### config.mk
export PLATFORM = sky130hd
export DESIGN_NAME = wmso_core
export DESIGN_NICKNAME = d
export VERILOG_FILES = /design/src/rtl/wmso_pkg.sv /design/src/rtl/wmso_core.sv
export VERILOG_INCLUDE_DIRS = /design/src /design/src/rtl
export SDC_FILE = /design/constraint.sdc
export NUM_CORES = 1
export LEC_CHECK = 0
export BUFFER_PORTS_ARGS = -buffer_cell sky130_fd_sc_hd__buf_2
export CELL_PAD_IN_SITES_DETAIL_PLACEMENT = 1
export CELL_PAD_IN_SITES_GLOBAL_PLACEMENT = 2
export CORE_ASPECT_RATIO = 1.75
export CORE_MARGIN = 2
export CORE_UTILIZATION = 32
export CTS_BUF_LIST = sky130_fd_sc_hd__clkbuf_4
export DETAILED_ROUTE_END_ITERATION = 10
export HOLD_SLACK_MARGIN = 0.05
export PLACE_DENSITY = 0.84
export SETUP_SLACK_MARGIN = 0.5
export SLEW_MARGIN = 10
export SYNTH_ARGS = -nofsm -noshare
export SYNTH_HDL_FRONTEND = slang
export SYNTH_SLANG_ARGS = --single-unit
### constraint.sdc
create_clock -name clk -period 8.95 [get_ports clk]
set_clock_uncertainty 0.15 [all_clocks]
set_input_delay 0.4475 -clock clk [delete_from_list [all_inputs] [get_ports clk]]
set_output_delay 0.4475 -clock clk [all_outputs]
set_load 0.05 [all_outputs]
### src/rtl/assert_macros.svh
// Assertion helpers for the RTL. SYNTH builds see empty bodies.
`ifndef ASSERT_MACROS_SVH
`define ASSERT_MACROS_SVH

`ifndef SYNTH
`define ASSERT_IMP(name, clk, rst_n, ante, cons) \
    name: assert property (@(posedge clk) disable iff (!rst_n) (ante) |-> (cons)) \
        else $error("assertion failed");
`define ASSERT_NXT(name, clk, rst_n, ante, cons) \
    name: assert property (@(posedge clk) disable iff (!rst_n) (ante) |=> (cons)) \
        else $error("assertion failed");
`else
`define ASSERT_IMP(name, clk, rst_n, ante, cons)
`define ASSERT_NXT(name, clk, rst_n, ante, cons)
`endif

`endif

### src/rtl/wmso_pkg.sv
package wmso_pkg;

    typedef enum logic [2:0] {
        CMD_TICK       = 3'd0,
        CMD_START_DIST = 3'd1,
        CMD_START_TIME = 3'd2,
        CMD_STOP       = 3'd3,
        CMD_SET_SPEED  = 3'd4,
        CMD_ODO_RESET  = 3'd5
    } cmd_e;

    typedef enum logic [1:0] {
        MODE_IDLE  = 2'd0,
        MODE_DIST  = 2'd1,
        MODE_TIME  = 2'd2,
        MODE_BRAKE = 2'd3
    } mode_e;

    typedef enum logic {
        CFG_BRAKE_LEAD = 1'b0,
        CFG_STOP_TICKS = 1'b1
    } cfg_index_e;

    localparam int unsigned IN_DATA_W  = 128;
    localparam int unsigned OUT_DATA_W = 264;
    localparam int unsigned TICKS_W    = 30;

    localparam logic [15:0] BRAKE_LEAD_RST = 16'd0;
    localparam logic [7:0]  STOP_TICKS_RST = 8'd10;
    // Ticks are ceil(ms / 10): (ms + 9) / 2, then divided by 5 with a reciprocal.
    localparam logic [32:0] TICK_ROUND     = 33'd9;
    localparam logic [31:0] DIV5_MAGIC     = 32'hCCCC_CCCD;

    typedef struct packed {
        cmd_e               cmd;
        logic signed [15:0] enc_a;
        logic signed [15:0] enc_b;
        logic signed [31:0] distance_pulses;
        logic signed [15:0] speed_a;
        logic signed [15:0] speed_b;
        logic [31:0]        move_msec;
    } item_t;

    typedef struct packed {
        item_t              item;
        logic [TICKS_W-1:0] ticks;
    } stage_t;

    typedef struct packed {
        logic [15:0] brake_lead;
        logic [7:0]  stop_ticks;
    } cfg_t;

    function automatic logic [31:0] mag32(input logic [31:0] v);
        mag32 = v[31] ? (32'd0 - v) : v;
    endfunction

endpackage

### src/rtl/wmso_core.sv
`include "assert_macros.svh"

module wmso_core (
    input  logic                                 clk,
    input  logic                                 rst_n,
    input  wmso_pkg::cfg_t                       cfg,
    input  logic                                 in_valid,
    output logic                                 in_ready,
    input  wmso_pkg::stage_t                     stg,
    output logic                                 m_tvalid,
    input  logic                                 m_tready,
    output logic [wmso_pkg::OUT_DATA_W-1:0]      m_tdata
);
    import wmso_pkg::*;

    logic        out_valid_reg;
    logic        ld;
    mode_e       mode_reg, mode_next;
    logic        done_reg, done_next;
    logic [7:0]  still_reg, still_next;
    logic [31:0] goal_ticks_reg, goal_ticks_next;
    logic [31:0] goal_pulses_reg, goal_pulses_next;
    logic [31:0] run_ticks_reg, run_ticks_next;
    logic [31:0] sum_a_reg, sum_a_next;
    logic [31:0] sum_b_reg, sum_b_next;
    logic [31:0] odo_a_reg, odo_a_next;
    logic [31:0] odo_b_reg, odo_b_next;
    logic [15:0] spd_a_reg, spd_a_next;
    logic [15:0] spd_b_reg, spd_b_next;

    logic [31:0] ea32, eb32;
    logic [32:0] center_sum;
    logic [33:0] brake_point;
    logic [15:0] dist_mag;
    logic [15:0] dist_spd;
    logic [31:0] dist_goal;
    logic [32:0] move_sum_out;
    logic [32:0] odo_sum_out;

    assign in_ready = !out_valid_reg || m_tready;
    assign ld       = in_valid && in_ready;

    always_comb
    begin
        mode_next        = mode_reg;
        done_next        = done_reg;
        still_next       = still_reg;
        goal_ticks_next  = goal_ticks_reg;
        goal_pulses_next = goal_pulses_reg;
        run_ticks_next   = run_ticks_reg;
        sum_a_next       = sum_a_reg;
        sum_b_next       = sum_b_reg;
        odo_a_next       = odo_a_reg;
        odo_b_next       = odo_b_reg;
        spd_a_next       = spd_a_reg;
        spd_b_next       = spd_b_reg;

        ea32 = {{16{stg.item.enc_a[15]}}, stg.item.enc_a};
        eb32 = {{16{stg.item.enc_b[15]}}, stg.item.enc_b};
        center_sum  = '0;
        brake_point = '0;
        dist_goal   = mag32(stg.item.distance_pulses);
        dist_mag    = stg.item.speed_a[15] ? (16'd0 - stg.item.speed_a) : stg.item.speed_a;
        // Only the most negative speed still has its top bit set; it saturates.
        if (dist_mag[15])
        begin
            dist_mag = 16'h7FFF;
        end
        dist_spd = stg.item.distance_pulses[31] ? (16'd0 - dist_mag) : dist_mag;

        case (stg.item.cmd)
            CMD_TICK:
            begin
                odo_a_next = odo_a_reg + mag32(ea32);
                odo_b_next = odo_b_reg + mag32(eb32);
                if (mode_reg != MODE_IDLE)
                begin
                    sum_a_next = sum_a_reg + ea32;
                    sum_b_next = sum_b_reg + eb32;
                end
                case (mode_reg)
                    MODE_DIST, MODE_TIME:
                    begin
                        run_ticks_next = run_ticks_reg + 32'd1;
                        center_sum  = {1'b0, mag32(sum_a_next)} + {1'b0, mag32(sum_b_next)};
                        brake_point = {2'b00, center_sum[32:1]} + {18'd0, cfg.brake_lead};
                        if ((mode_reg == MODE_DIST && brake_point >= {2'b00, goal_pulses_reg})
                            || (mode_reg == MODE_TIME && run_ticks_next >= goal_ticks_reg))
                        begin
                            spd_a_next = '0;
                            spd_b_next = '0;
                            mode_next  = MODE_BRAKE;
                            still_next = '0;
                        end
                    end
                    MODE_BRAKE:
                    begin
                        if (ea32 == 32'd0 && eb32 == 32'd0)
                        begin
                            if (still_reg < cfg.stop_ticks)
                            begin
                                still_next = still_reg + 8'd1;
                            end
                        end
                        else
                        begin
                            still_next = '0;
                        end
                        if (still_next >= cfg.stop_ticks)
                        begin
                            mode_next = MODE_IDLE;
                            done_next = 1'b1;
                        end
                    end
                    default:
                    begin
                        mode_next = mode_reg;
                    end
                endcase
            end
            CMD_START_DIST:
            begin
                sum_a_next       = '0;
                sum_b_next       = '0;
                run_ticks_next   = '0;
                still_next       = '0;
                goal_pulses_next = dist_goal;
                goal_ticks_next  = '0;
                if (dist_goal == 32'd0 || dist_mag == 16'd0)
                begin
                    spd_a_next = '0;
                    spd_b_next = '0;
                    mode_next  = MODE_IDLE;
                    done_next  = 1'b1;
                end
                else
                begin
                    spd_a_next = dist_spd;
                    spd_b_next = dist_spd;
                    mode_next  = MODE_DIST;
                    done_next  = 1'b0;
                end
            end
            CMD_START_TIME:
            begin
                sum_a_next       = '0;
                sum_b_next       = '0;
                run_ticks_next   = '0;
                still_next       = '0;
                goal_ticks_next  = {{(32-TICKS_W){1'b0}}, stg.ticks};
                goal_pulses_next = '0;
                if (stg.ticks == '0 || (stg.item.speed_a == 16'sd0 && stg.item.speed_b == 16'sd0))
                begin
                    spd_a_next = '0;
                    spd_b_next = '0;
                    mode_next  = MODE_IDLE;
                    done_next  = 1'b1;
                end
                else
                begin
                    spd_a_next = stg.item.speed_a;
                    spd_b_next = stg.item.speed_b;
                    mode_next  = MODE_TIME;
                    done_next  = 1'b0;
                end
            end
            CMD_STOP:
            begin
                spd_a_next = '0;
                spd_b_next = '0;
                if (mode_reg == MODE_DIST || mode_reg == MODE_TIME)
                begin
                    mode_next  = MODE_BRAKE;
                    still_next = '0;
                end
                else if (mode_reg == MODE_IDLE)
                begin
                    done_next = 1'b1;
                end
            end
            CMD_SET_SPEED:
            begin
                spd_a_next = stg.item.speed_a;
                spd_b_next = stg.item.speed_b;
            end
            CMD_ODO_RESET:
            begin
                odo_a_next = '0;
                odo_b_next = '0;
            end
            default:
            begin
                mode_next = mode_reg;
            end
        endcase
    end

    // The state registers double as the result register: they only move when
    // the previous result has been transferred.
    always_ff @(posedge clk or negedge rst_n)
    begin
        if (!rst_n)
        begin
            out_valid_reg   <= 1'b0;
            mode_reg        <= MODE_IDLE;
            done_reg        <= 1'b1;
            still_reg       <= '0;
            goal_ticks_reg  <= '0;
            goal_pulses_reg <= '0;
            run_ticks_reg   <= '0;
            sum_a_reg       <= '0;
            sum_b_reg       <= '0;
            odo_a_reg       <= '0;
            odo_b_reg       <= '0;
            spd_a_reg       <= '0;
            spd_b_reg       <= '0;
        end
        else if (in_ready)
        begin
            out_valid_reg <= in_valid;
            if (in_valid)
            begin
                mode_reg        <= mode_next;
                done_reg        <= done_next;
                still_reg       <= still_next;
                goal_ticks_reg  <= goal_ticks_next;
                goal_pulses_reg <= goal_pulses_next;
                run_ticks_reg   <= run_ticks_next;
                sum_a_reg       <= sum_a_next;
                sum_b_reg       <= sum_b_next;
                odo_a_reg       <= odo_a_next;
                odo_b_reg       <= odo_b_next;
                spd_a_reg       <= spd_a_next;
                spd_b_reg       <= spd_b_next;
            end
        end
    end

    always_comb
    begin
        move_sum_out = {1'b0, mag32(sum_a_reg)} + {1'b0, mag32(sum_b_reg)};
        odo_sum_out  = {1'b0, odo_a_reg} + {1'b0, odo_b_reg};
    end

    assign m_tvalid = out_valid_reg;
    assign m_tdata  = {5'd0, odo_sum_out[32:1], odo_b_reg, odo_a_reg, move_sum_out[32:1],
                       sum_b_reg, sum_a_reg, run_ticks_reg, done_reg, mode_reg,
                       spd_b_reg, spd_a_reg};

    `ASSERT_IMP(a_active_not_done, clk, rst_n, mode_reg != MODE_IDLE, !done_reg)
    `ASSERT_NXT(a_hold_on_stall, clk, rst_n, out_valid_reg && !m_tready,
        $stable(m_tdata) && m_tvalid)
    `ASSERT_NXT(a_run_count, clk, rst_n,
        ld && stg.item.cmd == CMD_TICK && mode_reg == MODE_TIME,
        run_ticks_reg == $past(run_ticks_reg) + 32'd1)

endmodule

==> run metrics <==
run status complete, but fails checks; violated checks setup timing; worst hold path type in2reg; main combinational cell family by area after synthesis compound AO/OA/AOI/OAI gates; number of antenna violations at the first check in global routing 18; Port Buf Inserts 417; PnR worst setup slack -0.136 ns; adder-cell share of the synthesized area 13.9%; CTS H-tree depth 3; minimum clock period after layout 9.09 ns; required time reported for the critical path endpoint 9.65 ns; final RePlAce weighted congestion 0.989; Boundary Pins 455; starting utilization of the core area 32.3%; Compound-Gate Fraction of Synth Area 24.2%; First DRT Iteration DRCs 1270; setup repair after global routing missed its margin true; reported max-cap violation count 0; origin of the worst setup path sum_b_reg[2]$_DFFE_PN0P_; transition time at the pin with the least slew margin 1.12 ns; period utilization 102%; end of the worst register-to-register path spd_b_reg[0]$_DFFE_PN0P_; crit path max-delay cell type sky130_fd_sc_hd__dfrtp_4; most numerous cell on the critical path sky130_fd_sc_hd__buf_6; area fraction of the dominant cell type after synthesis 21.7%; area of the placeable core 0.0943 mm²; Initial DRT Pass Iterations 5; worst setup slack before clock tree synthesis -0.708 ns; clk sinks roughly 270; cell area after technology mapping about 0.03 mm²; wire length per cell 22.5 µm; Most used DFF post-synth sky130_fd_sc_hd__dfrtp_1; clock-pin slew on the worst setup and hold paths 0.08 ns; fin nets around 5400; post-detailed-routing wire length 138000 µm; Yosys reg bits 266; area fraction in and, or, nand and nor cells after synthesis 20.3%; maximum single-stage delay on the critical path 0.50 ns; Filler Cells Inserted 11577; pin count of the biggest net entering global routing around 110; Num CTS Buffers 81; post-synthesis cell type count 98; Critical Path AT 9.79 ns; multiplexer share of the synthesized area under 10%; Post-synth ARST share 100%; sequential cell area fraction in the yosys report 21.8%; layout cell share with drive strength beyond 1 24.3%; total placed instance area 0.0372 mm²; worst r2r src sum_b_reg[2]$_DFFE_PN0P_; final-report max-slew violation count 0; endpoints failing setup 39; maximum achievable frequency 110 MHz; XOR/XNOR Fraction of Synth Area 12.2%; cell area after layout 0.0406 mm²; post-synthesis to final-layout area growth 32.9%; class of the most critical setup path reg2reg; syn_area_per_cell about 8 µm²; final hold violations 0; final routed DRC violation total 0; Detailed Place HPWL 108000 µm; Startpoint Class register; global-route wire length before repair roughly 210000 µm; TritonCTS clock tree yes; GR Overflow Total 0; CTS max path bufs 3; cell at the root of the clock tree sky130_fd_sc_hd__clkbuf_4; dominant cell type by area after synthesis sky130_fd_sc_hd__dfrtp_1; Relative slew margins 25.1%; leading cell types by total area after synthesis sky130_fd_sc_hd__dfrtp_1, sky130_fd_sc_hd__ha_1, sky130_fd_sc_hd__xnor2_1, sky130_fd_sc_hd__o21ai_0, sky130_fd_sc_hd__nand2_1; worst-skew pair later-pin latency about 0.95 ns; Die ar. 0.0979 mm²; count of vias placed by the detailed router 34206; number of synthesized flops with an enable pin 0; maximum fanout along the worst path 6; number of placement rows 149; depth of the most critical reg-to-reg path 48; via count normalized by instance count 5.58; Syn. warnings 0; Detail Route Antenna Nets 0; Global Route Usage Sum between 20 and 30%; worst setup path endpoint spd_b_reg[0]$_DFFE_PN0P_; vias in the first global route around 37000; Critical Path Sink Type register; Die X-Extent 237 µm; synthesized instance count ~3900; y dimension of the die 412 µm; r2r setup slk -0.14 ns
==> synth_stat cells (all sizes together) (58+ instances only) <==
cell type and count:
nor3 69, mux2i 58, o31ai 76, inv 199, xor2 146, o21ai 359, ha 326, xnor2 278
nor2 213, clkbuf 111, dfrtp 265, nand3 189, a21o 129, nand2 389, a21oi 251
==> worst min-delay path by stage <==
stage	from	cells after the start	slack (ns)	end
final	stg[126]	4	0.11	sum_b_reg[0]$_DFFE_PN0P_
after global routing	stg[126]	4	0.14	sum_b_reg[0]$_DFFE_PN0P_
after floorplan	rst_n	0	0.002	goal_pulses_reg[0]$_DFFE_PN0P_
after CTS	stg[10]	4	0.05	goal_ticks_reg[10]$_DFFE_PN0P_
after detailed placement	spd_a_reg[2]$_DFFE_PN0P_	1	0.35	spd_a_reg[2]$_DFFE_PN0P_
after global placement	spd_b_reg[8]$_DFFE_PN0P_	1	0.34	spd_b_reg[8]$_DFFE_PN0P_
==> cells by family (layout without fill, tap and decap cells) <==
| group | Yosys count | count (layout) |
|---|---|---|
| flops | 266 | 266 |
| fa+ha+maj | 334 | 334 |
| compound gates | 1161 | 1161 |
| mux | 90 | 90 |
| xor+xnor | 424 | 424 |
| simple gates | 1242 | 1242 |
| buf+inv | 348 | 1362 |
| other cells | 1 | 45 |
==> timing repair <==
action	in CTS	in global routing
resized for setup	58	54
pin swaps	36	39
buffers inserted	13	15
endpoints found under the hold margin	234	0
hold buffers	155	0
setup endpoints to repair	42	42
==> cell usage in the layout, fill, tap and decap left out, types with 129 or more instances in the layout <==
| cell | count |
|---|---|
| sky130_fd_sc_hd__nand2_1 | 383 |
| sky130_fd_sc_hd__xor2_1 | 143 |
| sky130_fd_sc_hd__dlygate4sd3_1 | 154 |
| sky130_fd_sc_hd__o21ai_0 | 340 |
| sky130_fd_sc_hd__inv_1 | 198 |
| sky130_fd_sc_hd__xnor2_1 | 274 |
| sky130_fd_sc_hd__buf_2 | 416 |
| sky130_fd_sc_hd__dfrtp_1 | 238 |
| sky130_fd_sc_hd__ha_1 | 305 |
| sky130_fd_sc_hd__nand3_1 | 187 |
| sky130_fd_sc_hd__buf_4 | 435 |
| sky130_fd_sc_hd__a21o_1 | 129 |
| sky130_fd_sc_hd__nor2_1 | 208 |
| sky130_fd_sc_hd__a21oi_1 | 239 |
==> layer usage <==
| layer | wire, µm | vias up | GRT usage, % |
|---|---|---|---|
| li1 | - | 16051 | - |
| met1 | 46600 | 16747 | 25.5 |
| met5 | 138 | - | 0 |
| met4 | 11800 | 20 | 21.7 |
| met2 | 72400 | 946 | 52.7 |
| met3 | 7020 | 442 | 5.67 |
==> worst max-delay path, delay by kind of cell, from the launching register on <==
kind                     cells  cell delay, ns
AO/OA/AOI/OAI               22            4.31
XOR/XNOR                     4            0.64
adder cells (fa/ha/maj)      4            1.00
buffers and inverters        9            1.16
flip-flops                   1            0.50
multiplexers                 1            0.22
AND/OR/NAND/NOR              8            0.96
==> area by class of cell <==
cell class                 instances  area [µm²]  share of cell area [%]
inverter                         199         747                    1.84
tap                             1208        1510                    3.73
timing repair buffer            1023        7170                    17.7
sequential                       266        6690                    16.5
multi-input combinational       3286       23400                    57.7
clock buffer                     111         833                    2.05
clock inverter                    29         159                   0.392
antenna                           10        25.0                  0.0617
==> stage by stage <==
stage / utilization (%) / hold WS, ns / setup TNS [ns] / instances
after floorplan: - / 0.00191 / 0 / 3900
after global placement: 39.4 / 0.336 / -15.32 / 5799
after detailed placement: 39.4 / 0.350 / -26.26 / 5799
after CTS: 42.5 / 0.0505 / -0.932 / 6107
after global routing: 43.0 / 0.136 / -19.52 / 6126
final: 43.0 / 0.108 / -2.54 / 6132
Power is left out: the tool's default activity adds up to more than one toggle a clock period on the data nets, which glitch-free logic cannot reach.
